### src/hdl/urlpd_pkg.sv
`default_nettype none
// ----------------------------------------------------------------------------
// urlpd_pkg - shared types, constants and helpers
// Character codes, configuration register indexes, hex helpers and the
// result group passed from the decoder to the output buffer.
// ----------------------------------------------------------------------------
package urlpd_pkg;

  localparam int LENGTH_BITS_DEF = 16;  // width of the internal byte counter
  localparam int REPORT_BITS     = 16;  // width of the reported length field
  localparam int GROUP_MAX       = 3;   // most bytes released by one input
  localparam int GROUP_CNT_BITS  = 2;

  localparam logic [7:0] CHAR_PCT   = 8'h25;  // '%'
  localparam logic [7:0] CHAR_PLUS  = 8'h2B;  // '+'
  localparam logic [7:0] CHAR_SPACE = 8'h20;  // ' '

  localparam int CFG_IDX_BITS  = 1;
  localparam int CFG_DATA_BITS = 1;
  localparam logic [CFG_IDX_BITS-1:0] CFG_KEEP_PLUS   = 1'b0;
  localparam logic [CFG_IDX_BITS-1:0] CFG_STRICT_MODE = 1'b1;

  // Bytes released by one input, plus the string summary for the final one.
  typedef struct packed {
    logic [GROUP_MAX-1:0][7:0]  bytes;
    logic [GROUP_CNT_BITS-1:0]  count;
    logic                       last;
    logic                       changed;
    logic                       bad_escape;
    logic [REPORT_BITS-1:0]     length;
  } group_t;

  function automatic logic is_hex(input logic [7:0] c);
    return (c inside {[8'h30:8'h39], [8'h41:8'h46], [8'h61:8'h66]});
  endfunction

  // Nibble value of a hex digit; 'A'..'F' and 'a'..'f' map to 10..15.
  function automatic logic [3:0] hex_value(input logic [7:0] c);
    logic [7:0] v;
    if (c <= 8'h39) begin
      v = c - 8'h30;
    end else if (c <= 8'h46) begin
      v = c - 8'h41 + 8'd10;
    end else begin
      v = c - 8'h61 + 8'd10;
    end
    return v[3:0];
  endfunction

endpackage
`default_nettype wire

### src/hdl/urlpd_stream_if.sv
`default_nettype none
// ----------------------------------------------------------------------------
// urlpd stream interfaces
// Valid/ready channels for encoded input bytes and decoded result bytes.
// ----------------------------------------------------------------------------
interface urlpd_in_if;
  logic       valid;
  logic       ready;
  logic [7:0] in_byte;
  logic       in_last;

  modport source (output valid, output in_byte, output in_last, input ready);
  modport sink   (input valid, input in_byte, input in_last, output ready);
endinterface

interface urlpd_out_if;
  logic        valid;
  logic        ready;
  logic [7:0]  out_byte;
  logic        out_last;
  logic        changed;
  logic        bad_escape;
  logic [15:0] decoded_length;

  modport source (output valid, output out_byte, output out_last, output changed,
                  output bad_escape, output decoded_length, input ready);
  modport sink   (input valid, input out_byte, input out_last, input changed,
                  input bad_escape, input decoded_length, output ready);
endinterface
`default_nettype wire

### src/hdl/urlpd_decode.sv
`default_nettype none
// ----------------------------------------------------------------------------
// urlpd_decode - escape state machine and string summary
// Holds config, escape phase, held digit, flags and count; computes the
// group of bytes one input byte releases.
// ----------------------------------------------------------------------------
module urlpd_decode #(
  parameter int LengthBits = urlpd_pkg::LENGTH_BITS_DEF
) (
  input  wire                                  clk_i,
  input  wire                                  rst_ni,
  input  wire                                  cfg_we_i,
  input  wire [urlpd_pkg::CFG_IDX_BITS-1:0]    cfg_index_i,
  input  wire [urlpd_pkg::CFG_DATA_BITS-1:0]   cfg_data_i,
  input  wire                                  accept_i,
  input  wire [7:0]                            byte_i,
  input  wire                                  last_i,
  output urlpd_pkg::group_t                    group_o
);

  typedef enum logic [1:0] {
    PH_IDLE  = 2'd0,
    PH_PCT   = 2'd1,
    PH_DIGIT = 2'd2
  } phase_e;

  localparam int ExtW = (LengthBits > urlpd_pkg::REPORT_BITS) ?
                        LengthBits : urlpd_pkg::REPORT_BITS;
  localparam logic [LengthBits-1:0] CntMax = {LengthBits{1'b1}};

  phase_e                 phase_q, phase_d;
  logic [7:0]             held_q, held_d;
  logic                   chg_q, chg_d;
  logic                   err_q, err_d;
  logic [LengthBits-1:0]  cnt_q, cnt_d;
  logic                   keep_plus_q, strict_q;

  // idle-path decode of the current byte
  logic       idle_emit, idle_bad, idle_chg, idle_to_pct;
  logic [7:0] idle_byte;
  logic       byte_hex;
  logic       bad, chg;

  logic [LengthBits+1:0]  cnt_sum;
  logic [ExtW-1:0]        cnt_ext;

  assign byte_hex = urlpd_pkg::is_hex(byte_i);

  always_comb begin
    idle_emit   = 1'b1;
    idle_bad    = 1'b0;
    idle_chg    = 1'b0;
    idle_to_pct = 1'b0;
    idle_byte   = byte_i;
    if (byte_i == urlpd_pkg::CHAR_PCT) begin
      if (last_i) begin
        idle_bad = 1'b1;
      end else begin
        idle_emit   = 1'b0;
        idle_to_pct = 1'b1;
      end
    end else if (byte_i == urlpd_pkg::CHAR_PLUS && !keep_plus_q) begin
      idle_chg  = 1'b1;
      idle_byte = urlpd_pkg::CHAR_SPACE;
    end
  end

  always_comb begin
    group_o.bytes = '0;
    group_o.count = '0;
    bad     = 1'b0;
    chg     = 1'b0;
    phase_d = PH_IDLE;
    held_d  = held_q;
    case (phase_q)
      PH_PCT: begin
        if (byte_hex) begin
          if (last_i) begin
            bad = 1'b1;
            group_o.bytes[0] = urlpd_pkg::CHAR_PCT;
            group_o.bytes[1] = byte_i;
            group_o.count    = 2'd2;
          end else begin
            held_d  = byte_i;
            phase_d = PH_DIGIT;
          end
        end else begin
          bad = 1'b1;
          chg = idle_chg;
          group_o.bytes[0] = urlpd_pkg::CHAR_PCT;
          group_o.bytes[1] = idle_byte;
          group_o.count    = 2'd1 + {1'b0, idle_emit};
          if (idle_to_pct) phase_d = PH_PCT;
          bad = bad | idle_bad;
        end
      end
      PH_DIGIT: begin
        if (byte_hex) begin
          chg = 1'b1;
          group_o.bytes[0] = {urlpd_pkg::hex_value(held_q), urlpd_pkg::hex_value(byte_i)};
          group_o.count    = 2'd1;
        end else begin
          bad = 1'b1;
          chg = idle_chg;
          group_o.bytes[0] = urlpd_pkg::CHAR_PCT;
          group_o.bytes[1] = held_q;
          group_o.bytes[2] = idle_byte;
          group_o.count    = 2'd2 + {1'b0, idle_emit};
          if (idle_to_pct) phase_d = PH_PCT;
        end
      end
      default: begin
        // unused phase code acts as idle
        bad = idle_bad;
        chg = idle_chg;
        group_o.bytes[0] = idle_byte;
        group_o.count    = {1'b0, idle_emit};
        if (idle_to_pct) phase_d = PH_PCT;
      end
    endcase

    chg_d   = chg_q | chg;
    err_d   = err_q | (bad & strict_q);
    cnt_sum = {2'b00, cnt_q} + (LengthBits + 2)'(group_o.count);
    cnt_d   = (cnt_sum > {2'b00, CntMax}) ? CntMax : cnt_sum[LengthBits-1:0];
    cnt_ext = ExtW'(cnt_d);

    group_o.last       = last_i;
    group_o.changed    = chg_d;
    group_o.bad_escape = err_d;
    group_o.length     = (cnt_ext > ExtW'({urlpd_pkg::REPORT_BITS{1'b1}})) ?
                         {urlpd_pkg::REPORT_BITS{1'b1}} :
                         cnt_ext[urlpd_pkg::REPORT_BITS-1:0];
  end

  always_ff @(posedge clk_i or negedge rst_ni) begin
    if (!rst_ni) begin
      keep_plus_q <= 1'b0;
      strict_q    <= 1'b0;
    end else if (cfg_we_i) begin
      case (cfg_index_i)
        urlpd_pkg::CFG_KEEP_PLUS:   keep_plus_q <= cfg_data_i[0];
        urlpd_pkg::CFG_STRICT_MODE: strict_q    <= cfg_data_i[0];
        default: ;
      endcase
    end
  end

  always_ff @(posedge clk_i or negedge rst_ni) begin
    if (!rst_ni) begin
      phase_q <= PH_IDLE;
      held_q  <= '0;
      chg_q   <= 1'b0;
      err_q   <= 1'b0;
      cnt_q   <= '0;
    end else if (accept_i) begin
      if (last_i) begin
        phase_q <= PH_IDLE;
        held_q  <= '0;
        chg_q   <= 1'b0;
        err_q   <= 1'b0;
        cnt_q   <= '0;
      end else begin
        phase_q <= phase_d;
        held_q  <= held_d;
        chg_q   <= chg_d;
        err_q   <= err_d;
        cnt_q   <= cnt_d;
      end
    end
  end

endmodule
`default_nettype wire

### src/hdl/urlpd_outbuf.sv
`default_nettype none
// ----------------------------------------------------------------------------
// urlpd_outbuf - result group register and byte serializer
// Holds up to three released bytes and hands them out one per transfer.
// ----------------------------------------------------------------------------
module urlpd_outbuf (
  input  wire                clk_i,
  input  wire                rst_ni,
  input  urlpd_pkg::group_t  group_i,
  input  wire                load_i,
  output logic               space_o,
  urlpd_out_if.source        out_o
);

  logic [urlpd_pkg::GROUP_MAX-1:0][7:0]  buf_q;
  logic [urlpd_pkg::GROUP_CNT_BITS-1:0]  rem_q;
  logic                                  last_q, chg_q, bad_q;
  logic [urlpd_pkg::REPORT_BITS-1:0]     len_q;
  logic                                  final_beat, xfer;

  assign final_beat = last_q && (rem_q == 2'd1);
  assign xfer       = out_o.valid && out_o.ready;
  // room for a new group once the last held byte leaves this cycle
  assign space_o    = (rem_q == 2'd0) || ((rem_q == 2'd1) && out_o.ready);

  assign out_o.valid          = (rem_q != 2'd0);
  assign out_o.out_byte       = buf_q[0];
  assign out_o.out_last       = final_beat;
  assign out_o.changed        = final_beat & chg_q;
  assign out_o.bad_escape     = final_beat & bad_q;
  assign out_o.decoded_length = final_beat ? len_q : '0;

  always_ff @(posedge clk_i or negedge rst_ni) begin
    if (!rst_ni) begin
      rem_q <= '0;
    end else if (load_i) begin
      rem_q <= group_i.count;
    end else if (xfer) begin
      rem_q <= rem_q - 2'd1;
    end
  end

  always_ff @(posedge clk_i) begin
    if (load_i) begin
      buf_q  <= group_i.bytes;
      last_q <= group_i.last;
      chg_q  <= group_i.changed;
      bad_q  <= group_i.bad_escape;
      len_q  <= group_i.length;
    end else if (xfer) begin
      buf_q[0] <= buf_q[1];
      buf_q[1] <= buf_q[2];
    end
  end

endmodule
`default_nettype wire

### src/hdl/url_percent_decoder_unit.sv
`default_nettype none
// ----------------------------------------------------------------------------
// url_percent_decoder_unit - streaming URL percent decoder
// Decodes %XX escapes and '+' (unless keep_plus) byte by byte, passes bad escapes
// through literally and reports changed / error (strict only) / length on the last byte out.
// ----------------------------------------------------------------------------
//
//  channel | dir | payload                                         | transfer
//  --------+-----+-------------------------------------------------+-----------------
//  in_i    | in  | in_byte[7:0], in_last                           | valid & ready
//  out_o   | out | out_byte[7:0], out_last, changed, bad_escape,   | valid & ready
//          |     | decoded_length[15:0]                            |
//  cfg     | in  | cfg_we_i, cfg_index_i (0 keep_plus, 1 strict),  | cfg_we_i high
//          |     | cfg_data_i[0]                                   |
//
// Each input byte is decoded in the cycle it transfers and its group of zero
// to three result bytes lands in the output buffer. The buffer hands out one
// byte per cycle while out_o.ready is high; an input that releases several
// bytes, such as a failed escape that releases three, holds off the next
// input until its final byte is leaving; the serializer sets that pace.
// in_i.ready is high while the buffer is empty or its final byte is leaving,
// so a new input can transfer in the same cycle the previous result does.
// Output stalls hold the buffer and back-pressure the input.
// Reset (rst_ni, async low) clears escape state, flags, count, config and
// the buffer; no warm-up is needed.
// ----------------------------------------------------------------------------
module url_percent_decoder_unit #(
  parameter int LengthBits = urlpd_pkg::LENGTH_BITS_DEF
) (
  input  wire                                 clk_i,
  input  wire                                 rst_ni,
  input  wire                                 cfg_we_i,
  input  wire [urlpd_pkg::CFG_IDX_BITS-1:0]   cfg_index_i,
  input  wire [urlpd_pkg::CFG_DATA_BITS-1:0]  cfg_data_i,
  urlpd_in_if.sink                            in_i,
  urlpd_out_if.source                         out_o
);

  urlpd_pkg::group_t group;
  logic              space;
  logic              accept;

  assign in_i.ready = space;
  assign accept     = in_i.valid && space;

  // escape state machine; state advances only on an input transfer
  urlpd_decode #(
    .LengthBits (LengthBits)
  ) u_decode (
    .clk_i       (clk_i),
    .rst_ni      (rst_ni),
    .cfg_we_i    (cfg_we_i),
    .cfg_index_i (cfg_index_i),
    .cfg_data_i  (cfg_data_i),
    .accept_i    (accept),
    .byte_i      (in_i.in_byte),
    .last_i      (in_i.in_last),
    .group_o     (group)
  );

  // result register and serializer
  urlpd_outbuf u_outbuf (
    .clk_i   (clk_i),
    .rst_ni  (rst_ni),
    .group_i (group),
    .load_i  (accept),
    .space_o (space),
    .out_o   (out_o)
  );

endmodule
`default_nettype wire
### src/flat_wrapper.sv
// flat-port wrapper written by rule: the top's interface ports become plain ports
module url_percent_decoder_unit_flat 
#(
  parameter int LengthBits = urlpd_pkg::LENGTH_BITS_DEF
)
  (clk_i, rst_ni, cfg_we_i, cfg_index_i, cfg_data_i, in_i_valid, in_i_in_byte, in_i_in_last, in_i_ready, out_o_valid, out_o_out_byte, out_o_out_last, out_o_changed, out_o_bad_escape, out_o_decoded_length, out_o_ready);
  urlpd_in_if in_i_i ();
  urlpd_out_if out_o_i ();
  input  wire clk_i;
  input  wire rst_ni;
  input  wire cfg_we_i;
  input  wire [urlpd_pkg::CFG_IDX_BITS-1:0] cfg_index_i;
  input  wire [urlpd_pkg::CFG_DATA_BITS-1:0] cfg_data_i;
  input wire logic [$bits(in_i_i.valid)-1:0] in_i_valid;
  input wire logic [$bits(in_i_i.in_byte)-1:0] in_i_in_byte;
  input wire logic [$bits(in_i_i.in_last)-1:0] in_i_in_last;
  output wire logic [$bits(in_i_i.ready)-1:0] in_i_ready;
  output wire logic [$bits(out_o_i.valid)-1:0] out_o_valid;
  output wire logic [$bits(out_o_i.out_byte)-1:0] out_o_out_byte;
  output wire logic [$bits(out_o_i.out_last)-1:0] out_o_out_last;
  output wire logic [$bits(out_o_i.changed)-1:0] out_o_changed;
  output wire logic [$bits(out_o_i.bad_escape)-1:0] out_o_bad_escape;
  output wire logic [$bits(out_o_i.decoded_length)-1:0] out_o_decoded_length;
  input wire logic [$bits(out_o_i.ready)-1:0] out_o_ready;
  assign in_i_i.valid = in_i_valid;
  assign in_i_i.in_byte = in_i_in_byte;
  assign in_i_i.in_last = in_i_in_last;
  assign in_i_ready = in_i_i.ready;
  assign out_o_valid = out_o_i.valid;
  assign out_o_out_byte = out_o_i.out_byte;
  assign out_o_out_last = out_o_i.out_last;
  assign out_o_changed = out_o_i.changed;
  assign out_o_bad_escape = out_o_i.bad_escape;
  assign out_o_decoded_length = out_o_i.decoded_length;
  assign out_o_i.ready = out_o_ready;
  url_percent_decoder_unit #(.LengthBits(LengthBits)) u_core (.clk_i(clk_i), .rst_ni(rst_ni), .cfg_we_i(cfg_we_i), .cfg_index_i(cfg_index_i), .cfg_data_i(cfg_data_i), .in_i(in_i_i), .out_o(out_o_i));
endmodule
### config.mk
export PLATFORM = sky130hd
export DESIGN_NAME = url_percent_decoder_unit_flat
export DESIGN_NICKNAME = d
export VERILOG_FILES = /design/src/hdl/urlpd_pkg.sv /design/src/hdl/urlpd_stream_if.sv /design/src/hdl/urlpd_decode.sv /design/src/hdl/urlpd_outbuf.sv /design/src/hdl/url_percent_decoder_unit.sv /design/src/flat_wrapper.sv
export SDC_FILE = /design/constraint.sdc
export NUM_CORES = 1
export LEC_CHECK = 0
export BUFFER_PORTS_ARGS = -buffer_cell sky130_fd_sc_hd__buf_2
export CORE_ASPECT_RATIO = 1.25
export CORE_MARGIN = 3
export CORE_UTILIZATION = 40
export CTS_CLUSTER_DIAMETER = 200
export DETAILED_ROUTE_END_ITERATION = 10
export PLACE_DENSITY = 0.6
export SYNTH_ARGS = -nofsm -noshare
export SYNTH_HDL_FRONTEND = slang
export SYNTH_HIERARCHICAL = 1
export SYNTH_SLANG_ARGS = --single-unit
### constraint.sdc
create_clock -name clk_i -period 6.25 [get_ports clk_i]
set_input_delay 0 -clock clk_i [delete_from_list [all_inputs] [get_ports clk_i]]
set_output_delay 0 -clock clk_i [all_outputs]
set_load 0.03 [all_outputs]
# After elaboration in Yosys (flattened, before gate mapping)
# Cells that the tools add are included.
# W data, S select, Z words.
[op_classes]
n_addsub = 14
magnitude_cmp = 10
eq_ne = 5
mux = 42
bitwise_logic = 7
n_reduce_logical = 20
[op_table]
columns = ["cell", "count"]
rows = [
  ["$mux W16", 5],
  ["$mux W8", 6],
  ["$mux W18", 2],
  ["$le A8 B7 Y1 const B", 3],
  ["$sub A4 B1 Y4 const B", 6],
  ["$pmux W10 S2", 1],
  ["$add A16 B2 Y17", 1],
  ["$gt A17 B16 Y1 const B", 1],
  ["$add A4 B4 Y4 const B", 4],
  ["$eq A8 B6 Y1 const B", 2],
  ["$ge A8 B7 Y1 const B", 2],
  ["$gt A16 B16 Y1 const B", 1],
  ["$le A8 B6 Y1 const B", 2],
  ["$mux W4", 4],
  ["$pmux W8 S2", 1],
  ["$mux W1", 14],
  ["$mux W10", 1],
  ["$mux W2", 5],
  ["$ge A8 B6 Y1 const B", 1],
  ["$logic_and A1 B1 Y1", 8],
  ["$reduce_bool A2 Y1", 4],
  ["$eq A2 B1 Y1 const B", 2],
  ["$pmux W1 S2", 2],
  ["$pmux W2 S2", 1],
  ["other kinds (14)", 19],
]
[word_totals]
regBits = 75
inputBits = 16
out_inout_bits = 29
wordCells = 113

# Depth between registers and ports, before layout
# Gate-level depths: netlist of the first run.
[logic_depth]
word_depth = 10
ltp_mapped = 15
mapped_depth_nobuf = 13

# By module
# The synthesis of the first run kept the hierarchy.
[modules_own_cells]
columns = ["module", "n_inst", "cells_per_inst", "area_each_um2", "seq_area_each_um2"]
rows = [
  ["urlpd_decode", 1, 300, 2558.7, 750.7],
  ["urlpd_outbuf", 1, 109, 1828.0, 1341.3],
  ["url_percent_decoder_unit", 1, 1, 6.3, 0.0],
]

# Least setup slack after synthesis of the first run
# OpenSTA, ideal clock, no wires.
[synth_path]
path_kind = "input to register"
start = "in in_i_in_byte[1]"
end = "reg u_core/u_outbuf/len_q[6] (netlist name) (data pin)"
setup_ns = 0.264
t_arrival_ns = 2.957
required_time_ns = 5.986
slack_ns = 3.029
cell_stages = 15
path_buffers = 3
cell_sequence = "inv_1 -> ha_1 -> nor2_1 -> a21oi_1 -> nand3_2 -> buf_2 -> o21ai_1 -> o22ai_1 -> fa_1 -> and4_1 -> and3_1 -> nand3_1 -> buf_2 -> buf_2 -> o21ai_0"
[synth_lines]
columns = ["element", "line", "source"]
rows = [
  ["from (decl)", "flat_wrapper.sv:15", "input wire logic [$bits(in_i_i.in_byte)-1:0] in_i_in_byte;"],
  ["to (signal assigned)", "urlpd_outbuf.sv:49", "len_q <= group_i.length;"],
  ["to (decl)", "urlpd_outbuf.sv:18", "logic [urlpd_pkg::REPORT_BITS-1:0] len_q;"],
]

==> flow_summary_export.csv, run 1 <==
group,metric,value,unit
outcome,status,"complete, no violations",
drt,wl_per_cell,18.0,microns
setup_path,path_cells,"dlygate4sd3_1 > buf_2 > inv_1 > ha_1 > nor4b_1 > a21oi_1 > nand3_2 > o21ai_1 > o22ai_1 > fa_1 > and4_1 > and3_1 > nand3_1 > and4_1 > nor3_1",
global_route,grt_max_degree,46,
global_route,grt_pass1_wl,16500,microns
synthesis,yosys_warnings,6,
global_route,grt_overflow,0,
synthesis,synth-seq-cells,75,
synthesis,yosys.area.top_type,"edfxtp_1",
setup_path,reg2reg_from,"u_core/u_decode/phase_q[0]",
run,max_cap_viol_count,0,
setup_path,r2r-end,"u_core/u_decode/cnt_q[3]",
cells_and_area,nFillCells,1012,
place,dpl.cell_count,550,
floorplan,die_x,99.7,microns
cells_and_area,seq_area,0.00209,sq mm
place,io_buffer_count,44,
floorplan,fp-row-count,42,
synthesis,synth_fa_ha_area_frac,0.0416,
cells_and_area,final_cells,570,
setup_path,cp-start-kind,"input port",
drt,drt_iter0_markers,205,
pwr,power.density_cell_area,365,mW/mm^2
synthesis,yosysTopAreaCellShare,0.294,
place,place.gp.congestion,0.874,
timing,slew_headroom,0.437,
global_route,gr-usage-all-layers,0.173,
cells_and_area,num_antenna_cells,0,
synthesis,synth_ff_type,"edfxtp_1",
timing,setup_viol,0,
drt,first_pass_iters,5,
drt,drt_wl_total,10200,microns
setup_path,worstPathMaxFanout,24,
setup_path,cpMaxStageDelayCell,"nand3_1",
clock_tree,cts_root_buffer,"clkbuf_16",
cells_and_area,drive_above_1_share,0.210,
setup_path,r2r_slack,2020,ps
synthesis,synth_top_family_by_area,"compound AO/OA/AOI/OAI gates",
setup_path,max_stage_delay,690,ps
synthesis,synthTopCellsByArea,"edfxtp_1 29%, dfrtp_1 18%, mux2_2 4.6%",
cells_and_area,finalNetCount,463,
setup_path,critical-path-top-delay-family,"simple AND/OR/NAND/NOR gates",
synthesis,async_flop_share,0.427,
clock_tree,cts_resized,0,
setup_path,startpoint,"in_i_in_byte[1]",
timing,fin_crit,4470,ps
cells_and_area,syn_to_final_growth,12.7,%
synthesis,synthMuxAreaShare,0.0484,
clock_tree,htreeDepth,3,
timing,fin_crit_sh,0.715,
synthesis,synthCells,410,
timing,grt_setup_unrepaired,"false",
worst_hold_path,hp-class,"in2reg",
setup_path,critPathMostFrequentCell,"and4_1",
clock_tree,clk_path_buf_depth,2,
synthesis,synth_seq_area_share,0.476,
clock_tree,numCtsBuffers,9,
synthesis,yosysUniqueCellTypes,63,
cells_and_area,multi_input_area,0.00206,sq mm
pwr,total_leakage_power,2.13,nW
timing,tightestPinTransition,843,ps
setup_path,critPathRequiredTime,6490,ps
synthesis,synth_xor_xnor_area_share,0.0199,
clock_tree,path_clk_slew,60,ps
drt,dr_total_vias,3338,
global_route,grt_pass1_vias,3209,
global_route,antenna_found_initial,0,
synthesis,synth_compound_area_frac,0.179,
drt,drc,0,
synthesis,synth_edf_count,43,
timing,slew_violations,0,
floorplan,start_util,0.412,
clock_tree,tritoncts,"built",
synthesis,syn-num-nets,440,
floorplan,die_height,123,microns
floorplan,fp.dieArea,0.0123,sq mm
drt,postRouteAntennaNets,0,
clock_tree,clock_latency,330,ps
timing,finalSetupTns,0,ps
synthesis,synthSimpleGateAreaFrac,0.179,
clock_tree,cts.sinks,75,
setup_path,cp_num_buf_inv,3,
setup_path,crit_arrival,4710,ps
setup_path,cp-end-kind,"flop",
floorplan,io_pins,45,
timing,maxClockFrequency,224,MHz
worst_hold_path,holdPathStages,2,
setup_path,cp-endpoint,"u_core/u_decode/cnt_q[3]",
setup_path,cp.depth,15,
drt,vias_per_cell,5.86,
synthesis,syn_area,0.00439,sq mm
place,dpl.hpwl,6990,microns
synthesis,syn_area_per_cell,10.7,sq um
pwr,peakVddDrop,0.000157,V
setup_path,path_class,"in2reg",
timing,finalHoldViolCount,0,
setup_path,ff2ff_path_depth,11,
timing,skew,5.95,ps
floorplan,core_area,0.0107,sq mm
==> cells in the mapped netlist (all sizes together), types with 5 or more instances <==
cell    count
edfxtp     43
and3       32
dfrtp      32
nand2      28
buf        24
a21oi      20
mux2       18
nor2       15
o21ai      15
a22o       13
a31oi      13
clkbuf     13
ha         13
inv        12
nand3      12
and2       11
nand2b      9
xnor2       8
nor2b       7
a32o        6
and4        6
nor3        6
a31o        5
==> area by class of cell <==
type / instances / area share
flip-flops and latches: 75 / 0.423
clock inverters: 5 / 0.0157
inverters: 12 / 0.00910
repair buffers: 49 / 0.0541
clock buffers: 11 / 0.0490
well taps: 132 / 0.0334
multi-input cells: 286 / 0.416
==> per-layer routing <==
layer	up-vias	routed length, microns	track usage
met5	-	0	0
met3	17	414	0.0435
met4	0	253	0.0658
li1	1587	-	-
met2	76	5200	0.295
met1	1658	4380	0.211
==> kinds of logic after synthesis <==
group | Yosys count
AND/OR/NAND/NOR | 138
AO/OA/AOI/OAI | 105
flip-flops | 75
buffers and inverters | 49
multiplexers | 19
adder cells (fa/ha/maj) | 14
XOR/XNOR | 10
==> power breakdown <==
part	internal [mW]	switching, mW
Clock	0.359	0.195
Sequential	0.677	0.0493
Combinational	0.171	0.356
==> state kept, by name, indices dropped and copies added (netlist names) <==
signal / flops
u_core/u_outbuf/bad_q: 1
u_core/u_outbuf/last_q: 1
u_core/u_decode/phase_q: 2
u_core/u_decode/keep_plus_q: 1
u_core/u_decode/strict_q: 1
u_core/u_decode/cnt_q: 16
u_core/u_outbuf/buf_q: 16
u_core/u_decode/held_q: 8
u_core/u_decode/chg_q: 1
u_core/u_outbuf/rem_q: 2
u_core/u_decode/err_q: 1
u_core/u_outbuf/out_o.out_byte: 8
u_core/u_outbuf/len_q: 16
u_core/u_outbuf/chg_q: 1
==> layout by cell type (no fill, tap or decap), types with 10 or more instances in the layout <==
master and n:
a21oi_1 20, a22o_1 13, a31oi_1 11, and2_1 10
and3_1 32, buf_2 44, dfrtp_1 32, edfxtp_1 43
ha_1 13, inv_1 12, mux2_2 18, nand2_1 28
nand3_1 10, nor2_1 15, o21ai_0 12
==> how the worst min path moves through the flow <==
stage | startpoint | slack (ps) | to
global route | in_i_in_byte[5] | 20 | u_core/u_decode/held_q[5]
floorplan | rst_ni | -300 | u_core/u_decode/chg_q
CTS | in_i_in_byte[5] | 7 | u_core/u_decode/held_q[5]
global placement | rst_ni | 130 | u_core/u_decode/strict_q
finish | in_i_in_byte[5] | 20 | u_core/u_decode/held_q[5]
detailed placement | rst_ni | 140 | u_core/u_decode/keep_plus_q
==> through the flow <==
| step | setup slack [ps] | total power [mW] | instance area [sq um] | hold slack [ps] | utilization |
|---|---|---|---|---|---|
| floorplan | 3030 | 1.15 | 4390 | -296 | - |
| global placement | 2070 | 1.26 | 4590 | 133 | 0.430 |
| detailed placement | 2000 | 1.27 | 4590 | 138 | 0.430 |
| CTS | 1810 | 1.83 | 4950 | 7.44 | 0.464 |
| global route | 1340 | 1.90 | 4950 | 21.8 | 0.464 |
| finish | 1780 | 1.81 | 4950 | 19.4 | 0.464 |
==> timing repair <==
item                      4_1_cts  5_1_grt
hold buffers                    4        0
buffers inserted                0        0
hold endpoints to repair       35        0
Note: power is estimated with default switching activity, not from simulation.
==> run 2, diff against run 1 <==
- PLACE_DENSITY: 0.6 -> 0.62
- clock period: 6.25 -> 3.8 ns (I/O delays scaled with it)
==> run 2 against run 1 <==
Compared with the run above:
- final area is 0.86% higher
- clock-buffer cell count rose by 1
- worst setup slack lost 1500 ps
- register-to-register slack got worse by 1600 ps
- die area did not move
- routed wire length decreased by 2.7%
- sequential power rose by 64%
- hold slack improved by 19 ps
- first-iteration DRC count increased by 34%
- sequential share of layout area down 0.36 points
- via count about the same
- critical path type unchanged
- critical endpoint is now u_core/u_decode/cnt_q[0]
- largest power group unchanged
==> flow_summary_export.csv, run 2 (synthesis results as in run 1) <==
group,metric,value,unit
timing,grt_setup_unrepaired,"false",
setup_path,crit_arrival,3750,ps
drt,drc,0,
clock_tree,cts_root_buffer,"clkbuf_16",
drt,drt_wl_total,9970,microns
place,dpl.hpwl,6990,microns
global_route,grt_pass1_vias,3229,
setup_path,path_cells,"dlygate4sd3_1 > buf_2 > inv_1 > ha_1 > nor4b_2 > a21oi_2 > and3_1 > o22ai_2 > fa_1 > and4_1 > and3_2 > nand3_1 > buf_4 > nand2b_1 > a22o_1",
drt,drt_iter0_markers,275,
timing,fin_crit_sh,0.930,
global_route,grt_pass1_wl,16400,microns
place,place.gp.congestion,0.892,
drt,first_pass_iters,4,
clock_tree,post_cts_buffers,0,
setup_path,max_stage_delay,540,ps
pwr,peakVddDrop,0.000231,V
drt,postRouteAntennaNets,0,
pwr,switching_share,0.344,
place,io_buffer_count,44,
pwr,power.density_cell_area,563,mW/mm^2
cells_and_area,syn_to_final_growth,13.6,%
clock_tree,path_clk_slew,60,ps
setup_path,path_class,"in2reg",
cells_and_area,final_cell_mix,"44 x buf_2, 43 x edfxtp_1, 32 x dfrtp_1, 31 x and3_1, 28 x nand2_1",
floorplan,fp-row-count,42,
cells_and_area,drive_above_1_share,0.231,
timing,maxClockFrequency,283,MHz
global_route,gr-usage-all-layers,0.170,
worst_hold_path,min_from,"cfg_index_i",
cells_and_area,num_antenna_cells,0,
global_route,grt_max_degree,41,
timing,slew_violations,0,
pwr,p_sw,0.967,mW
outcome,status,"complete, no violations",
clock_tree,cts.sinks,75,
floorplan,die_x,99.7,microns
worst_hold_path,hold_end,"u_core/u_decode/keep_plus_q",
clock_tree,tritoncts,"built",
drt,wl_per_cell,17.1,microns
setup_path,cpMaxStageDelayCell,"dlygate4sd3_1",
timing,holdWs,38.0,ps
setup_path,reg2reg_from,"u_core/u_decode/phase_q[0]",
setup_path,cp-start-kind,"input port",
pwr,power,2.81,mW
setup_path,r2r_slack,410,ps
pwr,p_seq_frac,0.424,
setup_path,worstPathMaxFanout,17,
place,dpl.cell_count,562,
floorplan,io_pins,45,
clock_tree,clock_latency,330,ps
cells_and_area,finalNetCount,475,
setup_path,r2r-end,"u_core/u_decode/cnt_q[8]",
floorplan,core_area,0.0107,sq mm
floorplan,die_height,123,microns
cells_and_area,reg.largest.list,"u_core/u_decode/cnt_q: 16 flops, u_core/u_outbuf/buf_q: 16 flops, u_core/u_outbuf/len_q: 16 flops",
floorplan,start_util,0.412,
setup_path,cp-end-kind,"flop",
pwr,power_frac_comb,0.311,
pwr,pwr-share-clk,0.264,
cells_and_area,layout_commonest_cell,"buf_2",
clock_tree,htreeDepth,3,
cells_and_area,final_cells,582,
timing,slew_headroom,0.492,
global_route,antenna_found_initial,0,
drt,vias_per_cell,5.73,
worst_hold_path,holdPathStages,3,
setup_path,ff2ff_path_depth,13,
clock_tree,numCtsBuffers,9,
clock_tree,clk_path_buf_depth,2,
pwr,total_leakage_power,2.16,nW
timing,fin_crit,3530,ps
timing,setup_viol,0,
global_route,grt_overflow,0,
timing,finalHoldViolCount,0,
run,max_cap_viol_count,0,
floorplan,fp.dieArea,0.0123,sq mm
drt,dr_total_vias,3336,
worst_hold_path,hp-class,"in2reg",
timing,tightestPinTransition,763,ps
cells_and_area,utilization,0.468,
pwr,internal_power,1.84,mW
setup_path,critPathRequiredTime,4010,ps
timing,skew,7.55,ps
timing,finalSetupTns,0,ps
run 2: cell count changes in the layout (fill, tap and decap cells not counted), moves of 2 or more:
cell	change
clkbuf_1	+2
buf_4	+12
bufinv_16	-2
clkinv_1	+2
run 2: area by class of cell:
type | count | area [sq um]
clock buffers | 12 | 236
clock inverters | 4 | 18.8
fillers | 980 | 5680
inverters | 12 | 45.0
multi-input cells | 286 | 2080
flip-flops and latches | 75 | 2090
well taps | 132 | 165
repair buffers | 61 | 358
run 2: critical path, delay by kind of cell:
kind | cells | cell delay (ps)
AO/OA/AOI/OAI | 3 | 610
adder cells (fa/ha/maj) | 2 | 840
buffers and inverters | 4 | 1050
AND/OR/NAND/NOR | 6 | 1250
run 2: worst max-delay path by stage:
stage | startpoint | to | slack, ps | cells past startpoint
after floorplan | in_i_in_byte[1] | u_core/u_outbuf/len_q[6] | 580 | 15
after global placement | in_i_in_byte[0] | u_core/u_decode/cnt_q[0] | 330 | 14
after detailed placement | in_i_in_byte[0] | u_core/u_decode/cnt_q[0] | 220 | 14
after CTS | in_i_in_byte[1] | u_core/u_decode/cnt_q[0] | 70 | 15
after global routing | in_i_in_byte[1] | u_core/u_decode/cnt_q[0] | 40 | 17
final | in_i_in_byte[1] | u_core/u_decode/cnt_q[0] | 270 | 15
run 2: power by group through the flow:
stage	Sequential (mW)	Clock (mW)	Combinational, mW
5_1_grt	1.22	0.800	0.959
6_report	1.19	0.743	0.875
3_5_place_dp	1.21	0	0.877
3_3_place_gp	1.20	0	0.860
4_1_cts	1.19	0.771	0.884
2_1_floorplan	1.17	0	0.721
run 2: timing repair:
item | 4_1_cts | 5_1_grt
gates resized for setup | 0 | 4
hold buffers | 4 | 0
endpoints found under the hold margin | 35 | 0
setup endpoints to repair | 0 | 30
run 2: stage by stage:
| stage | setup slack, ps | instance area, sq um |
|---|---|---|
| after floorplan | 579 | 4390 |
| after global placement | 335 | 4680 |
| after detailed placement | 223 | 4680 |
| after CTS | 68.7 | 4970 |
| after global routing | 41.2 | 4990 |
| final | 266 | 4990 |
run 2: layer usage:
metal	track usage	wire length (microns)	vias up
li1	-	-	1618
met1	0.222	4310	1625
met2	0.273	5000	77
met3	0.0372	440	16
met4	0.0760	221	0
met5	0	0	-
